==> src/assert_macros.svh <==
// ----------------------------------------------------------------------------
// assert_macros.svh
// shared concurrent assertion macros, clocked on clk and held off in reset
// ----------------------------------------------------------------------------
`ifndef ASSERT_MACROS_SVH
`define ASSERT_MACROS_SVH

// property that must hold at every clock edge out of reset
`define CHK_ALWAYS(label, cond, msg) \
  label: assert property (@(posedge clk) disable iff (!rst_n) (cond)) else $error(msg);

// implication checked in the same cycle
`define CHK_IMPLY(label, ante, cons, msg) \
  label: assert property (@(posedge clk) disable iff (!rst_n) (ante) |-> (cons)) else $error(msg);

`endif

==> src/oaht_pkg.sv <==
// ----------------------------------------------------------------------------
// oaht_pkg
// types and fixed codes of the open addressing hash table core
// ----------------------------------------------------------------------------
package oaht_pkg;

  // result field widths
  localparam int STATUS_W = 3;
  localparam int LOC_W    = 6;
  localparam int PROBES_W = 7;

  // operation codes
  localparam logic [1:0] FUNC_INSERT = 2'd0;
  localparam logic [1:0] FUNC_DELETE = 2'd1;
  localparam logic [1:0] FUNC_SEARCH = 2'd2;

  // probe sequence codes
  localparam logic [1:0] MODE_LINEAR = 2'd0;
  localparam logic [1:0] MODE_QUAD   = 2'd1;
  localparam logic [1:0] MODE_DOUBLE = 2'd2;

  // slot tags
  localparam logic [1:0] TAG_EMPTY = 2'd0;
  localparam logic [1:0] TAG_USED  = 2'd1;
  localparam logic [1:0] TAG_GONE  = 2'd2;

  // status codes
  localparam logic [STATUS_W-1:0] STAT_INSERTED  = 3'd0;
  localparam logic [STATUS_W-1:0] STAT_DUPLICATE = 3'd1;
  localparam logic [STATUS_W-1:0] STAT_FOUND     = 3'd2;
  localparam logic [STATUS_W-1:0] STAT_NOT_FOUND = 3'd3;
  localparam logic [STATUS_W-1:0] STAT_DELETED   = 3'd4;
  localparam logic [STATUS_W-1:0] STAT_FULL      = 3'd5;

  // register index (word address bit)
  localparam logic REG_PROBE_MODE = 1'b0;

  // base of the double hashing step
  localparam logic [2:0] DH_BASE = 3'd7;

  typedef enum logic [2:0] {
    S_CLEAR,
    S_IDLE,
    S_MUL,
    S_BACK,
    S_FIX,
    S_READ,
    S_CHECK,
    S_DONE
  } state_t;

  // remainder passes of the shared unit
  typedef enum logic [1:0] {
    PASS_HOME,
    PASS_BASE,
    PASS_SLOT
  } pass_t;

endpackage

==> src/open_addressing_hash_table_core.sv <==
// ----------------------------------------------------------------------------
// open_addressing_hash_table_core
// open addressing hash table with linear, quadratic or double hash probing
// ----------------------------------------------------------------------------
// Usage:
//   A request (in_func, in_key) is taken when in_valid is high and in_stall
//   is low. in_stall stays high while a request is in work, so one request
//   is handled at a time. Each request gives exactly one result
//   (out_status, out_location, out_probes), shown while out_valid is high
//   and taken when out_stall is low; a stalled result holds.
//   Operation: one shared multiplier with a subtract and correct step finds
//   key mod PRIME, key mod 7 and home mod SLOTS by reciprocal
//   multiplication, each pass in the steps S_MUL, S_BACK and S_FIX. Each
//   probe then takes a registered read of the slot memory (S_READ) and a
//   compare and update (S_CHECK). After the last probe the output register
//   loads in S_DONE once it is free, and the core goes back to idle; the
//   pace of requests is set by the probe count and the single memory port.
//   Reset: rst_n is synchronous. After reset a clearing pass tags every
//   slot empty, one by one; in_stall is high meanwhile. The probe_mode
//   register (APB, byte address 0) may be written at any time while idle.
//   If the receiver stalls, a finished result waits in the core until the
//   output register is free.
// ----------------------------------------------------------------------------
`include "assert_macros.svh"

module open_addressing_hash_table_core #(
  parameter int SLOTS    = 64,
  parameter int PRIME    = 61,
  parameter int KEY_BITS = 16
) (
  input  logic                             clk,
  input  logic                             rst_n,
  // request channel
  input  logic                             in_valid,
  output logic                             in_stall,
  input  logic [1:0]                       in_func,
  input  logic [KEY_BITS-1:0]              in_key,
  // result channel
  output logic                             out_valid,
  input  logic                             out_stall,
  output logic [oaht_pkg::STATUS_W-1:0]    out_status,
  output logic [oaht_pkg::LOC_W-1:0]       out_location,
  output logic [oaht_pkg::PROBES_W-1:0]    out_probes,
  // configuration port
  input  logic                             psel,
  input  logic                             penable,
  input  logic                             pwrite,
  input  logic [2:0]                       paddr,
  input  logic [31:0]                      pwdata,
  output logic [31:0]                      prdata,
  output logic                             pready
);
  import oaht_pkg::*;

  localparam int SW     = $clog2(SLOTS);
  localparam int PW     = $clog2(PRIME);
  localparam int CW     = $clog2(SLOTS + 1);
  localparam int DMAX   = (PRIME > SLOTS) ? PRIME : SLOTS;
  localparam int DW     = $clog2(DMAX + 1);
  localparam int OW     = (KEY_BITS > DW) ? KEY_BITS : DW;
  localparam int EW     = KEY_BITS + 2;
  localparam int PM     = PRIME % SLOTS;
  localparam int DW_ADJ = SLOTS - PM;

  localparam logic [PW:0] PRIME_P = (PW + 1)'(PRIME);
  localparam logic [SW:0] SLOTS_S = (SW + 1)'(SLOTS);
  localparam logic [SW:0] ADJ_S   = (SW + 1)'(DW_ADJ);

  // reciprocals floor(2^KEY_BITS / d) and divisors of the remainder unit
  localparam logic [63:0]   KEY_SPAN  = 64'd1 << KEY_BITS;
  localparam logic [OW-1:0] RCP_PRIME = OW'(KEY_SPAN / 64'(PRIME));
  localparam logic [OW-1:0] RCP_BASE  = OW'(KEY_SPAN / 64'(DH_BASE));
  localparam logic [OW-1:0] RCP_SLOTS = OW'(KEY_SPAN / 64'(SLOTS));
  localparam logic [OW-1:0] DIV_PRIME = OW'(PRIME);
  localparam logic [OW-1:0] DIV_BASE  = OW'(DH_BASE);
  localparam logic [OW-1:0] DIV_SLOTS = OW'(SLOTS);

  // slot memory: {tag, key}
  logic [EW-1:0] mem [SLOTS];
  logic [EW-1:0] mem_rd_r;
  logic          mem_we;
  logic [SW-1:0] mem_waddr;
  logic [EW-1:0] mem_wdata;

  // control and work registers
  state_t                state_r, state_nxt;
  pass_t                 pass_r, pass_nxt;
  logic [1:0]            probe_mode_r, probe_mode_nxt;
  logic [SW-1:0]         clr_idx_r, clr_idx_nxt;
  logic [1:0]            func_r, func_nxt;
  logic [KEY_BITS-1:0]   key_r, key_nxt;
  logic [2*OW-1:0]       prod_r, prod_nxt;
  logic [2:0]            k7_r, k7_nxt;
  logic [PW-1:0]         p_r, p_nxt;
  logic [SW-1:0]         slot_r, slot_nxt;
  logic [SW-1:0]         d_r, d_nxt;
  logic [SW-1:0]         awrap_r, awrap_nxt;
  logic [CW-1:0]         cnt_r, cnt_nxt;
  logic [STATUS_W-1:0]   res_status_r, res_status_nxt;
  logic [SW-1:0]         res_loc_r, res_loc_nxt;
  logic [CW-1:0]         res_probes_r, res_probes_nxt;
  logic                  out_valid_r, out_valid_nxt;
  logic [STATUS_W-1:0]   out_status_r, out_status_nxt;
  logic [LOC_W-1:0]      out_location_r, out_location_nxt;
  logic [PROBES_W-1:0]   out_probes_r, out_probes_nxt;

  // shared remainder unit
  logic [OW-1:0]   div_x;
  logic [OW-1:0]   div_d;
  logic [OW-1:0]   div_m;
  logic [OW-1:0]   mul_a;
  logic [OW-1:0]   mul_b;
  logic [2*OW-1:0] mul_p;
  logic [OW-1:0]   quo;
  logic [OW-1:0]   fix_t;
  logic [OW-1:0]   fix_rem;
  logic [2:0]      step2;

  // slot step unit
  logic [SW-1:0] slot_add;
  logic [SW:0]   slot_sum;
  logic [SW-1:0] slot_q;
  logic [SW:0]   d_sum;
  logic [SW-1:0] d_q;
  logic [PW:0]   p_sum;
  logic          p_wrap;
  logic [PW-1:0] p_q;
  logic [SW:0]   a_sum;
  logic [SW-1:0] a_q;

  // slot check
  logic [1:0]          rd_tag;
  logic [KEY_BITS-1:0] rd_key;
  logic                rd_hit;
  logic                probe_stop;
  logic                probe_write;
  logic [1:0]          probe_tag;
  logic [STATUS_W-1:0] probe_status;

  logic [SW+LOC_W-1:0]    loc_wide;
  logic [CW+PROBES_W-1:0] probes_wide;
  logic                   cfg_wr;

  // operands of the current pass
  always_comb begin
    case (pass_r)
      PASS_HOME: begin
        div_x = OW'(key_r);
        div_d = DIV_PRIME;
        div_m = RCP_PRIME;
      end
      PASS_BASE: begin
        div_x = OW'(key_r);
        div_d = DIV_BASE;
        div_m = RCP_BASE;
      end
      default: begin
        div_x = OW'(p_r);
        div_d = DIV_SLOTS;
        div_m = RCP_SLOTS;
      end
    endcase
  end

  // one multiplier: x times reciprocal, then quotient estimate times divisor
  assign quo   = OW'(prod_r >> KEY_BITS);
  assign mul_a = (state_r == S_BACK) ? quo : div_x;
  assign mul_b = (state_r == S_BACK) ? div_d : div_m;
  assign mul_p = (2*OW)'(mul_a) * (2*OW)'(mul_b);

  // estimate is low by at most one, one correcting subtract
  assign fix_t   = div_x - prod_r[OW-1:0];
  assign fix_rem = (fix_t >= div_d) ? fix_t - div_d : fix_t;

  // double hashing step
  assign step2 = DH_BASE - k7_r;

  // double hashing: next position mod PRIME
  assign p_sum  = {1'b0, p_r} + (PW + 1)'(step2);
  assign p_wrap = (p_sum >= PRIME_P);
  assign p_q    = p_wrap ? PW'(p_sum - PRIME_P) : PW'(p_sum);

  // slot offset when the PRIME sequence wraps: step2 - PRIME, mod SLOTS
  assign a_sum = (SW + 1)'(step2) + ADJ_S;
  assign a_q   = (a_sum >= SLOTS_S) ? SW'(a_sum - SLOTS_S) : SW'(a_sum);

  // slot advance, one add and compare per probe
  always_comb begin
    case (probe_mode_r)
      MODE_QUAD:   slot_add = d_r;
      MODE_DOUBLE: slot_add = p_wrap ? awrap_r : SW'(step2);
      default:     slot_add = SW'(1);
    endcase
  end
  assign slot_sum = {1'b0, slot_r} + {1'b0, slot_add};
  assign slot_q   = (slot_sum >= SLOTS_S) ? SW'(slot_sum - SLOTS_S) : SW'(slot_sum);

  // quadratic increment 2i+1 mod SLOTS
  assign d_sum = {1'b0, d_r} + (SW + 1)'(2);
  assign d_q   = (d_sum >= SLOTS_S) ? SW'(d_sum - SLOTS_S) : SW'(d_sum);

  // examine the slot just read
  assign rd_tag = mem_rd_r[EW-1 -: 2];
  assign rd_key = mem_rd_r[KEY_BITS-1:0];
  assign rd_hit = (rd_tag == TAG_USED) && (rd_key == key_r);
  always_comb begin
    probe_stop   = 1'b0;
    probe_write  = 1'b0;
    probe_tag    = TAG_USED;
    probe_status = STAT_NOT_FOUND;
    if (func_r == FUNC_INSERT) begin
      if (rd_tag == TAG_EMPTY || rd_tag == TAG_GONE) begin
        probe_stop   = 1'b1;
        probe_write  = 1'b1;
        probe_tag    = TAG_USED;
        probe_status = STAT_INSERTED;
      end else if (rd_hit) begin
        probe_stop   = 1'b1;
        probe_status = STAT_DUPLICATE;
      end
    end else begin
      if (rd_tag == TAG_EMPTY) begin
        probe_stop   = 1'b1;
        probe_status = STAT_NOT_FOUND;
      end else if (rd_hit) begin
        probe_stop = 1'b1;
        if (func_r == FUNC_DELETE) begin
          probe_write  = 1'b1;
          probe_tag    = TAG_GONE;
          probe_status = STAT_DELETED;
        end else begin
          probe_status = STAT_FOUND;
        end
      end
    end
  end

  // result fields cut to their port widths
  assign loc_wide    = {{LOC_W{1'b0}}, res_loc_r};
  assign probes_wide = {{PROBES_W{1'b0}}, res_probes_r};

  // configuration write
  assign cfg_wr = psel && penable && pwrite && pready;

  // sequencer: next state and work registers
  always_comb begin
    state_nxt        = state_r;
    pass_nxt         = pass_r;
    probe_mode_nxt   = probe_mode_r;
    clr_idx_nxt      = clr_idx_r;
    func_nxt         = func_r;
    key_nxt          = key_r;
    prod_nxt         = prod_r;
    k7_nxt           = k7_r;
    p_nxt            = p_r;
    slot_nxt         = slot_r;
    d_nxt            = d_r;
    awrap_nxt        = awrap_r;
    cnt_nxt          = cnt_r;
    res_status_nxt   = res_status_r;
    res_loc_nxt      = res_loc_r;
    res_probes_nxt   = res_probes_r;
    out_valid_nxt    = out_valid_r;
    out_status_nxt   = out_status_r;
    out_location_nxt = out_location_r;
    out_probes_nxt   = out_probes_r;
    mem_we           = 1'b0;
    mem_waddr        = slot_r;
    mem_wdata        = {probe_tag, key_r};

    if (cfg_wr && paddr[2] == REG_PROBE_MODE) begin
      probe_mode_nxt = pwdata[1:0];
    end

    if (out_valid_r && !out_stall) begin
      out_valid_nxt = 1'b0;
    end

    unique case (state_r)
      S_CLEAR: begin
        mem_we      = 1'b1;
        mem_waddr   = clr_idx_r;
        mem_wdata   = {TAG_EMPTY, {KEY_BITS{1'b0}}};
        clr_idx_nxt = clr_idx_r + SW'(1);
        if (clr_idx_r == SW'(SLOTS - 1)) begin
          state_nxt = S_IDLE;
        end
      end
      S_IDLE: begin
        if (in_valid) begin
          func_nxt  = in_func;
          key_nxt   = in_key;
          pass_nxt  = PASS_HOME;
          state_nxt = S_MUL;
        end
      end
      S_MUL: begin
        prod_nxt  = mul_p;
        state_nxt = S_BACK;
      end
      S_BACK: begin
        prod_nxt  = mul_p;
        state_nxt = S_FIX;
      end
      S_FIX: begin
        case (pass_r)
          PASS_HOME: begin
            p_nxt     = PW'(fix_rem);
            pass_nxt  = PASS_BASE;
            state_nxt = S_MUL;
          end
          PASS_BASE: begin
            k7_nxt    = 3'(fix_rem);
            pass_nxt  = PASS_SLOT;
            state_nxt = S_MUL;
          end
          default: begin
            slot_nxt  = SW'(fix_rem);
            d_nxt     = SW'(1);
            cnt_nxt   = '0;
            awrap_nxt = a_q;
            state_nxt = S_READ;
          end
        endcase
      end
      S_READ: begin
        state_nxt = S_CHECK;
      end
      S_CHECK: begin
        if (probe_stop) begin
          mem_we         = probe_write;
          res_status_nxt = probe_status;
          res_loc_nxt    = (probe_status == STAT_NOT_FOUND) ? '0 : slot_r;
          res_probes_nxt = cnt_r + CW'(1);
          state_nxt      = S_DONE;
        end else if (cnt_r == CW'(SLOTS - 1)) begin
          // probe limit reached
          res_status_nxt = (func_r == FUNC_INSERT) ? STAT_FULL : STAT_NOT_FOUND;
          res_loc_nxt    = '0;
          res_probes_nxt = CW'(SLOTS);
          state_nxt      = S_DONE;
        end else begin
          slot_nxt  = slot_q;
          d_nxt     = d_q;
          p_nxt     = p_q;
          cnt_nxt   = cnt_r + CW'(1);
          state_nxt = S_READ;
        end
      end
      S_DONE: begin
        if (!out_valid_r || !out_stall) begin
          out_valid_nxt    = 1'b1;
          out_status_nxt   = res_status_r;
          out_location_nxt = loc_wide[LOC_W-1:0];
          out_probes_nxt   = probes_wide[PROBES_W-1:0];
          state_nxt        = S_IDLE;
        end
      end
      default: begin
        state_nxt = S_IDLE;
      end
    endcase
  end

  // control registers
  always_ff @(posedge clk) begin
    if (!rst_n) begin
      state_r      <= S_CLEAR;
      probe_mode_r <= MODE_LINEAR;
      clr_idx_r    <= '0;
      out_valid_r  <= 1'b0;
    end else begin
      state_r      <= state_nxt;
      probe_mode_r <= probe_mode_nxt;
      clr_idx_r    <= clr_idx_nxt;
      out_valid_r  <= out_valid_nxt;
    end
  end

  // work and payload registers
  always_ff @(posedge clk) begin
    pass_r         <= pass_nxt;
    func_r         <= func_nxt;
    key_r          <= key_nxt;
    prod_r         <= prod_nxt;
    k7_r           <= k7_nxt;
    p_r            <= p_nxt;
    slot_r         <= slot_nxt;
    d_r            <= d_nxt;
    awrap_r        <= awrap_nxt;
    cnt_r          <= cnt_nxt;
    res_status_r   <= res_status_nxt;
    res_loc_r      <= res_loc_nxt;
    res_probes_r   <= res_probes_nxt;
    out_status_r   <= out_status_nxt;
    out_location_r <= out_location_nxt;
    out_probes_r   <= out_probes_nxt;
  end

  // slot memory, one write and one registered read port
  always_ff @(posedge clk) begin
    if (mem_we) begin
      mem[mem_waddr] <= mem_wdata;
    end
    mem_rd_r <= mem[slot_r];
  end

  // ports
  assign in_stall     = (state_r != S_IDLE);
  assign out_valid    = out_valid_r;
  assign out_status   = out_status_r;
  assign out_location = out_location_r;
  assign out_probes   = out_probes_r;
  assign pready       = 1'b1;
  assign prdata       = (paddr[2] == REG_PROBE_MODE) ? {30'd0, probe_mode_r} : 32'd0;

  // checks
  `CHK_IMPLY(a_check_after_read, state_r == S_CHECK, $past(state_r) == S_READ, "check without read")
  `CHK_IMPLY(a_slot_range, state_r == S_READ, slot_r < SLOTS, "probe slot out of range")
  `CHK_IMPLY(a_prime_range, state_r == S_READ, p_r < PRIME, "hash position out of range")
  `CHK_IMPLY(a_result_source, $rose(out_valid_r), $past(state_r) == S_DONE, "result without item")

endmodule
==> config.mk <==
export PLATFORM = sky130hd
export DESIGN_NAME = open_addressing_hash_table_core
export DESIGN_NICKNAME = d
export VERILOG_FILES = /design/src/oaht_pkg.sv /design/src/open_addressing_hash_table_core.sv
export VERILOG_INCLUDE_DIRS = /design/src /design/src/src
export SDC_FILE = /design/constraint.sdc
export NUM_CORES = 2
export LEC_CHECK = 0
export ABC_AREA = 0
export BUFFER_PORTS_ARGS = -buffer_cell sky130_fd_sc_hd__buf_2
export CORE_MARGIN = 4
export CORE_UTILIZATION = 55
export CTS_CLUSTER_DIAMETER = 80
export DETAILED_ROUTE_END_ITERATION = 6
export PLACE_DENSITY_LB_ADDON = 0.3
export SKIP_CTS_REPAIR_TIMING = 1
export SLEW_MARGIN = 20
export SYNTH_ARGS = -nofsm -noshare
export SYNTH_HDL_FRONTEND = slang
export SYNTH_SLANG_ARGS = --single-unit
==> constraint.sdc <==
create_clock -name clk -period 21.8 [get_ports clk]
set_input_delay 5.45 -clock clk [delete_from_list [all_inputs] [get_ports clk]]
set_output_delay 5.45 -clock clk [all_outputs]
set_load 0.01 [all_outputs]
==> out/results.txt <==
area delta synth->final: 10.8%
Core Rows: 118
Lkg Pwr: 21.1 nW
RD Place Congestion: 0.911
critical path class: in -> out
global-route wire length before repair: 198000 um
initial antenna violation count: 6
Tightest Pin Transition: 1.13 ns
Max VDD drop: 0.0818 mV
Total GRT Usage: 0.249
top cell type's share of synthesized area: 0.663
outcome: complete, no violations
clk root buf: clkbuf_16
final critical-path share of the clock period: 0.515
vias in the first global route: 30200
Rel. slew slack: 0.244
pwr dens: 75.9 nW/um^2
post-route ant nets: 0
nature of the critical path endpoint: output port
Chip Height: 331 um
Setup violations, final: 0
layout cells sized above 1: 0.230
gate count of the mapped netlist: 3110
final cell area excluding filler cells: 63500 sq um
Yosys warnings: 0
Overflow after GRT: 0
Core ar.: 103000 sq um
Syn Area/Cell: 18.4 sq um
largest net degree at the start of global routing: 157
reg2reg setup slack: 12.99 ns
Synth Register Bits: 1296
router iterations before antenna repair: 5
register area share after synthesis: 0.673
Max Clk Rate: 0.0891 GHz
minimum clock period: 11.22 ns
CTS tree: built
Post-synth ARST share: 0
clk sink count: 1296
dpl cell area: 59600 sq um
via count: 29100
CP Data Required Time: 16.35 ns
post-route DRC violation count: 0
routed length per instance: 28.3 um
Iter 0 DRT Violations: 3390
total wire length: 134000 um
CTS Buffer Depth: 3
H-tree depth: 3
clk_lat worst skew: 0.73 ns
top cells by area, synth: edfxtp_1 (66%), mux4_2 (15%), fa_1 (3.8%)
crit-path max FO: 3
Final Max Slew Viols: 0
IO Pins: 111
# port buffers: 47
max cap viols: 0
Nets: 3564
worst hold path type: reg -> reg
Post-synth EDFFs: 1266
Worst setup SP type: input port
Final TNS setup: 0 ns
DP Cell Count: 4498
Clock Skews: 0.0724 ns
CTS clk-pin slew, worst paths: 0.06 ns
crit path DAT: 5.77 ns
hpwl dp: 79000 um
Yosys cell types: 70
full die area: 110000 sq um
Fin. Hold Viols: 0
starting density of the core: 0.554
ys flop type: edfxtp_1
Synth area leader: edfxtp_1
RSZ-0062 raised after global routing: no
vias per inst: 6.17
WHS: 0.418 ns
synthesized area: 57400 sq um
Die X: 331 um
number of buffers created by CTS: 121
Final Non-Filler Cells: 4724
[synth_stat cells, types with 17 or more instances]
library cell / n
xor2_1: 17
fa_1: 108
mux2i_1: 21
o21ai_0: 35
buf_1: 34
clkbuf_1: 92
nor2_1: 165
ha_1: 154
nand3_1: 29
a21o_1: 29
nand2_1: 118
buf_4: 32
nor2b_1: 25
dfxtp_1: 30
and2_1: 46
edfxtp_1: 1266
and3_1: 29
a21oi_1: 76
xnor2_1: 55
mux4_2: 378
inv_1: 214
[path summary, 6_finish.rpt]
path                start              end  cells after the start
max              paddr[2]        prdata[0]                      3
max reg2reg     pass_r[0]       prod_r[29]                     23
min reg2reg  res_loc_r[4]  out_location[4]                      0
min          res_loc_r[4]  out_location[4]                      0
[stage by stage]
step                power, mW  setup WS (ns)  utilization
floorplan                2.80          10.74            -
global placement         2.81          10.59        0.576
detailed placement       2.81          10.59        0.576
CTS                      4.86          10.58        0.613
global route             4.97          10.56        0.614
finish                   4.82          10.58        0.614
[layout make-up]
class | instances | area (sq um)
clock buffers | 153 | 3190
multi-input cells | 1473 | 17500
fillers | 7061 | 40000
diodes | 2 | 5.00
flip-flops and latches | 1296 | 38600
repair buffers | 136 | 965
clock inverters | 70 | 702
inverters | 214 | 803
well taps | 1380 | 1730
[where the power goes]
group          total (mW)  switching (mW)  internal [mW]
combinational      0.0471          0.0299         0.0172
sequential           2.71         0.00355           2.71
clock                2.06           0.908           1.16
[sequential cells by signal, indices dropped and copies added, names as in the netlist, 6 cells and up]
register and flops:
mem 1152, prod_r 31, mem_rd_r 18, key_r 16, cnt_r 7, out_probes 7
res_probes_r 7, clr_idx_r 6, out_location 6, p_r 6, res_loc_r 6, slot_r 6
[routing by layer]
metal,track usage,share of wire,up-vias
met5,0,0.00020,-
met2,0.420,0.51,1299
met4,0.0793,0.034,4
li1,-,-,12400
met3,0.0459,0.082,260
met1,0.334,0.38,15200
[logic make-up (layout without fill, tap and decap cells)]
family / Yosys count / in the layout / synth area share
buf+inv: 374 / 573 / 0.0266
compound gates: 218 / 218 / 0.0248
mux: 401 / 401 / 0.152
flops: 1296 / 1296 / 0.673
simple gates: 484 / 484 / 0.0403
fa+ha+maj: 263 / 263 / 0.0715
other cells: 2 / 37 / 0.000131
xor+xnor: 72 / 72 / 0.0110
[critical path, stage by stage]
cell	delay (ns)
buf_2	0.11
nor2_1	0.07
buf_2	0.14
[cells in the final DEF (no fill, tap or decap), types with 7 or more instances in the layout]
cell type and n:
ha_1 154, a21o_1 29, o21ai_0 35, buf_2 47, clkinv_1 22, buf_4 84
clkbuf_16 122, o21a_1 10, mux2i_1 21, nor2_1 118, nor3_1 11, xor2_1 17
bufinv_16 10, a21oi_1 75, nand2_1 118, mux4_2 378, and2_1 30, xnor2_1 55
inv_1 214, and2_4 16, clkbuf_1 29, nand4_1 9, nand3_1 29, clkinv_2 26
dfxtp_1 30, nand2b_1 11, and3_1 29, edfxtp_1 1266, or3_1 11, nor2_2 46
nor2b_1 24, conb_1 35, fa_1 108, o31ai_1 7
Power figures use the tool's default switching activity.
